<file path="src/design/normal_cdf_approx_defines.svh">
// Assertion macros shared by the normal cdf block.
`ifndef NORMAL_CDF_APPROX_DEFINES_SVH
`define NORMAL_CDF_APPROX_DEFINES_SVH

`ifndef ASSERT_OFF
// Property must hold at every clock edge outside reset.
`define NCDF_ASSERT(label, clk, rst, prop) \
   label: assert property (@(posedge clk) disable iff (rst) (prop)) \
      else $error("normal_cdf_approx: property failed");
// Expression must never be true outside reset.
`define NCDF_ASSERT_NEVER(label, clk, rst, expr) \
   label: assert property (@(posedge clk) disable iff (rst) !(expr)) \
      else $error("normal_cdf_approx: forbidden condition");
`else
`define NCDF_ASSERT(label, clk, rst, prop)
`define NCDF_ASSERT_NEVER(label, clk, rst, expr)
`endif

`endif

</file>
<file path="src/design/ncdf_pkg.sv">
`timescale 1ns / 1ps
package ncdf_pkg;

   // Q30 constants of the erf approximation
   localparam logic [30:0] ONE_Q = 31'h4000_0000;
   localparam logic [29:0] INV_ROOT2 = 30'd759250125;
   localparam logic [28:0] COEF_P = 29'd351748265;
   localparam logic signed [33:0] COEF_A1 = 34'sd273621191;
   localparam logic signed [33:0] COEF_A2 = -34'sd305476044;
   localparam logic signed [33:0] COEF_A3 = 34'sd1526231383;
   localparam logic signed [33:0] COEF_A4 = -34'sd1560310108;
   localparam logic signed [33:0] COEF_A5 = 34'sd1139675401;

   localparam int EXP_STEPS = 14;
   localparam int DIV_STEPS = 31;
   localparam int HORNER_STEPS = 5;

   // Start remainder of 2^60 / den once the leading dividend bits are consumed
   localparam logic [31:0] DIV_SEED = 32'h2000_0000;

   typedef struct packed {
      logic        neg;
      logic        sat;
      logic [31:0] den;
      logic [33:0] w;
   } front_type;

   typedef struct packed {
      logic        neg;
      logic        sat;
      logic [31:0] den;
      logic [33:0] w;
      logic [30:0] e;
   } exp_type;

   typedef struct packed {
      logic        neg;
      logic        sat;
      logic [30:0] t;
      logic [30:0] e;
   } div_type;

   typedef struct packed {
      logic        neg;
      logic        sat;
      logic [30:0] tp;
      logic [30:0] e;
   } poly_type;

   // exp(-2^k) in Q30, k = 3 down to -10
   function automatic logic [29:0] exp_factor(input logic [3:0] idx);
      logic [29:0] f;
      unique case (idx)
         4'd0:    f = 30'd360200;
         4'd1:    f = 30'd19666267;
         4'd2:    f = 30'd145315154;
         4'd3:    f = 30'd395007542;
         4'd4:    f = 30'd651257337;
         4'd5:    f = 30'd836230973;
         4'd6:    f = 30'd947573834;
         4'd7:    f = 30'd1008687096;
         4'd8:    f = 30'd1040706261;
         4'd9:    f = 30'd1057095000;
         4'd10:   f = 30'd1065385899;
         4'd11:   f = 30'd1069555701;
         4'd12:   f = 30'd1071646719;
         4'd13:   f = 30'd1072693760;
         default: f = 30'd0;
      endcase
      return f;
   endfunction

   // Constant added after each Horner product
   function automatic logic signed [33:0] horner_coef(input logic [2:0] j);
      logic signed [33:0] c;
      unique case (j)
         3'd0:    c = COEF_A4;
         3'd1:    c = COEF_A3;
         3'd2:    c = COEF_A2;
         3'd3:    c = COEF_A1;
         default: c = 34'sd0;
      endcase
      return c;
   endfunction

endpackage

</file>
<file path="src/design/ncdf_front.sv">
`timescale 1ns / 1ps
module ncdf_front #(
   parameter int ARG_FRAC_BITS = 11
) (
   input  logic                clock,
   input  logic                reset,
   input  logic                en,
   input  logic                in_valid,
   input  logic signed [15:0]  arg_value,
   output logic                out_valid,
   output ncdf_pkg::front_type out_side
);
   import ncdf_pkg::*;

   localparam int PW = (ARG_FRAC_BITS + 33 > 47) ? ARG_FRAC_BITS + 33 : 47;

   logic [15:0]   raw_ff;
   logic [16:0]   mag;
   logic [PW-1:0] zprod_in, zprod_ff;
   logic [31:0]   z;
   logic          sat;
   logic [60:0]   pz_in, pz_ff;
   logic [63:0]   zz_in, zz_ff;
   logic [31:0]   den_in, den_ff;
   logic [3:0]    v_ff;
   logic [3:0]    neg_ff;
   logic [2:1]    sat_ff;
   logic [33:0]   w_ff;

   // Magnitude, with the most negative code taken as 32768
   assign mag = neg_ff[0] ? (17'h10000 - {1'b0, raw_ff}) : {1'b0, raw_ff};
   assign zprod_in = PW'(mag) * PW'(INV_ROOT2);

   // Scale down to Q30 and flag the far tail
   assign z = zprod_ff[ARG_FRAC_BITS +: 32];
   assign sat = |zprod_ff[PW-1:ARG_FRAC_BITS+32];
   assign pz_in = 61'(z) * 61'(COEF_P);
   assign zz_in = 64'(z) * 64'(z);

   assign den_in = 32'(ONE_Q) + {1'b0, pz_ff[60:30]};

   // Advance valid bits
   always_ff @(posedge clock) begin
      if (reset) begin
         v_ff <= '0;
      end else if (en) begin
         v_ff <= {v_ff[2:0], in_valid};
      end
   end

   // Advance payload
   always_ff @(posedge clock) begin
      if (en) begin
         raw_ff   <= arg_value;
         neg_ff   <= {neg_ff[2:0], arg_value[15]};
         zprod_ff <= zprod_in;
         pz_ff    <= pz_in;
         zz_ff    <= zz_in;
         sat_ff   <= {sat_ff[1], sat};
         den_ff   <= den_in;
         w_ff     <= zz_ff[63:30];
      end
   end

   assign out_valid    = v_ff[3];
   assign out_side.neg = neg_ff[3];
   assign out_side.sat = sat_ff[2];
   assign out_side.den = den_ff;
   assign out_side.w   = w_ff;

endmodule

</file>
<file path="config.mk">
export PLATFORM = sky130hd
export DESIGN_NAME = ncdf_front
export DESIGN_NICKNAME = d
export VERILOG_FILES = /design/src/design/normal_cdf_approx_defines.svh /design/src/design/ncdf_pkg.sv /design/src/design/ncdf_front.sv
export SDC_FILE = /design/constraint.sdc
export NUM_CORES = 2
export LEC_CHECK = 0
export ABC_AREA = 1
export BUFFER_PORTS_ARGS = -buffer_cell sky130_fd_sc_hd__buf_2
export CORE_AREA = 2 2 458 460
export DETAILED_ROUTE_END_ITERATION = 10
export DIE_AREA = 0 0 460 462
export HOLD_SLACK_MARGIN = 0.12
export SYNTH_ARGS = -nofsm -noshare
export SYNTH_HDL_FRONTEND = slang
export SYNTH_SLANG_ARGS = --single-unit
</file>
<file path="constraint.sdc">
create_clock -name clock -period 7 [get_ports clock]
set_clock_uncertainty 0.05 [all_clocks]
set_input_delay 1.4 -clock clock [delete_from_list [all_inputs] [get_ports clock]]
set_output_delay 1.4 -clock clock [all_outputs]
set_load 0.01 [all_outputs]
</file>
==> metrics.yaml <==
grt_overflow: 0
placed_area_um2: 69940
vias: 46743
areaGrowthSynthToFinish_pct: 19.45
highest_layer: "met4"
yosys-top-cells-count: "inv_1 (2,118), fa_1 (1,269), nand2_1 (1,107)"
dr_wl_met3_um: 8237
cts_buffer_depth: 2
grt_pass1_wl_um: 296500
clkTransAtPathRegs_ns: 0.10
synth_cell_type_count: 46
post-route-period-util_pct: 99.88
hp-start: "zz_ff[39]"
critPathKind: "reg2reg"
clock.fmax_mhz: 143.0
cts-root-buf: "clkbuf_16"
synthArstFlopShare_pct: 0
dpl.hpwl_um: 171600
reg2reg_from: "zprod_ff[17]"
drive_gt1_share_pct: 17.99
cp-end-kind: "flip-flop"
hp-class: "reg2reg"
fp.dieArea_um2: 212500
synth_top_area_cell: "fa_1"
avgSynthCellArea_um2: 8.871
synthTopCellsByArea: "fa_1 (41%), ha_1 (18%), inv_1 (13%)"
core_region_area_um2: 208100
first_global_vias: 50687
clock_sinks: 192
hold_viol_final: 0
final_area_um2: 73880
synth_seq_cells: 192
num-nets-final: 9787
cts_buffers: 17
drt_iter0_drc: 2763
path_max_fanout: 8
reg2reg_setup_slack_ns: 0.009
ant_nets: 0
startpoint_type: "flip-flop"
fin_crit_ns: 6.991
slew_viol_final: 0
vias_per_cell: 4.528
place_congestion: 0.9691
ys.flop_type: "edfxtp_1"
clock_latency_ns: 0.54
timing.hold.ws_ns: 0.3567
cts_tree: "yes"
required_ns: 7.26
synth_top_area_share_pct: 41.07
yosysSeqAreaShare_pct: 9.257
met2_wirelength_um: 93140
r2r_cells: 27
r2r_end: "zz_ff[42]"
initial_utilization_pct: 29.72
antenna_found_initial: 0
min_path_cells: 0
die_h_um: 462
num_rows: 168
first_pass_iters: 5
die_x_um: 460
setup_viol: 0
wl_um: 193100
critPathArrivalTime_ns: 7.25
cts_max_level: 4
grt_max_degree: 93
io_pins: 89
grt_usage_pct: 18.28
hold_end: "w_ff[9]"
worst_pin_slew_ns: 0.8657
wl_met1_um: 86150
max_cap_viol_count: 0
yosysMostFrequentCell: "inv_1"
netlist_area_um2: 61850
syn_inst: 6972
synth_edf_count: 188
portBuffers: 88
rsz0062_at_grt: "true"
drt-wirelength-per-cell_um: 18.70
status: "complete, no violations"
postCtsHoldBufs: 0
ys_warn_count: 0
relSlewSlack_pct: 42.28
drc: 0
==> metrics by stage <==
stage / setup slack [ns] / setup TNS, ns / util [%] / cells
floorplan: 0.006811 / 0 / - / 6979
detailed placement: -0.2390 / -2.305 / 33.61 / 10232
global placement: -0.2092 / -1.109 / 33.61 / 10232
CTS: -0.04219 / -0.2229 / 33.98 / 10270
global route: -0.2276 / -4.006 / 35.50 / 10323
finish: 0.008713 / 0 / 35.50 / 10324
==> critical path, cell delays in order, from the launching register on <==
cell      delay (ns)
edfxtp_1        0.58
buf_6           0.24
nand2_2         0.07
fa_1            0.49
inv_2           0.05
buf_4           0.13
fa_2            0.56
fa_2            0.46
fa_2            0.49
fa_1            0.57
fa_1            0.45
fa_1            0.54
inv_2           0.05
fa_1            0.55
inv_2           0.05
ha_4            0.28
buf_6           0.12
nand2_2         0.09
nor2_2          0.11
inv_2           0.07
nor3_4          0.14
inv_2           0.09
nor2_4          0.16
nand2_2         0.08
nand2_4         0.11
nand2_4         0.08
nand3_2         0.07
nand2_2         0.05
==> repair_timing <==
action                     in CTS  in global routing
gates resized for setup        28                686
pin swaps                       3                214
gates cloned                    1                  8
setup buffers                   5                 47
setup endpoints to repair      30                 89
==> worst max-delay path by stage <==
stage                            start        end  depth (start not counted)
after detailed placement  zprod_ff[27]  zz_ff[43]                         26
after global routing      zprod_ff[17]  zz_ff[61]                         27
after global placement    zprod_ff[27]  zz_ff[43]                         26
after floorplan           zprod_ff[37]  zz_ff[61]                         25
after CTS                 zprod_ff[17]  zz_ff[42]                         30
final                     zprod_ff[17]  zz_ff[42]                         27
==> state kept, by name (all words and copies together), names as in the netlist <==
signal,cells
raw_ff,15
sat_ff,2
w_ff,34
zprod_ff,36
pz_ff,31
zz_ff,34
neg_ff,4
den_ff,32
v_ff,4
==> final cells by class <==
cell class              instances  area (µm²)
multi-input cells            4521       50090
flip-flops and latches        192        5725
diodes                          1       2.502
fillers                     21246      134200
well taps                    2720        3403
inverters                    2164        8128
clock buffers                  17       425.4
clock inverters                15       190.2
repair buffers                694        5916
==> metal layers <==
layer,vias to the layer above,track usage (%)
met2,1150,31.42
met3,222,1.755
met1,23504,24.63
met5,-,0
met4,0,4.595
li1,21867,-
==> cell usage in the layout, fill, tap and decap left out, types with 42 or more instances in the layout <==
cell type and n:
buf_6 47, fa_2 56, a21oi_1 155, buf_4 499, o21bai_1 42, nor2_2 57
nor2_1 272, inv_2 98, buf_12 46, nand2_2 100, a21oi_2 61, o21ai_0 85
ha_1 847, nor2_4 47, nand3_1 119, xor2_1 74, fa_1 1213, edfxtp_1 188
inv_1 2064, ha_4 48, nand2_1 996, buf_2 88
==> cell families after synthesis <==
logic type / after synthesis / share of synthesized area [%]
buf+inv: 2266 / 13.77
fa+ha+maj: 2177 / 59.44
simple gates: 1750 / 11.69
compound gates: 474 / 4.250
flops: 192 / 9.257
xor+xnor: 112 / 1.586
other cells: 1 / 0.006063
Power is not shown: default switching activity piles up to over one toggle a cycle in this logic, so the estimate is an artifact.
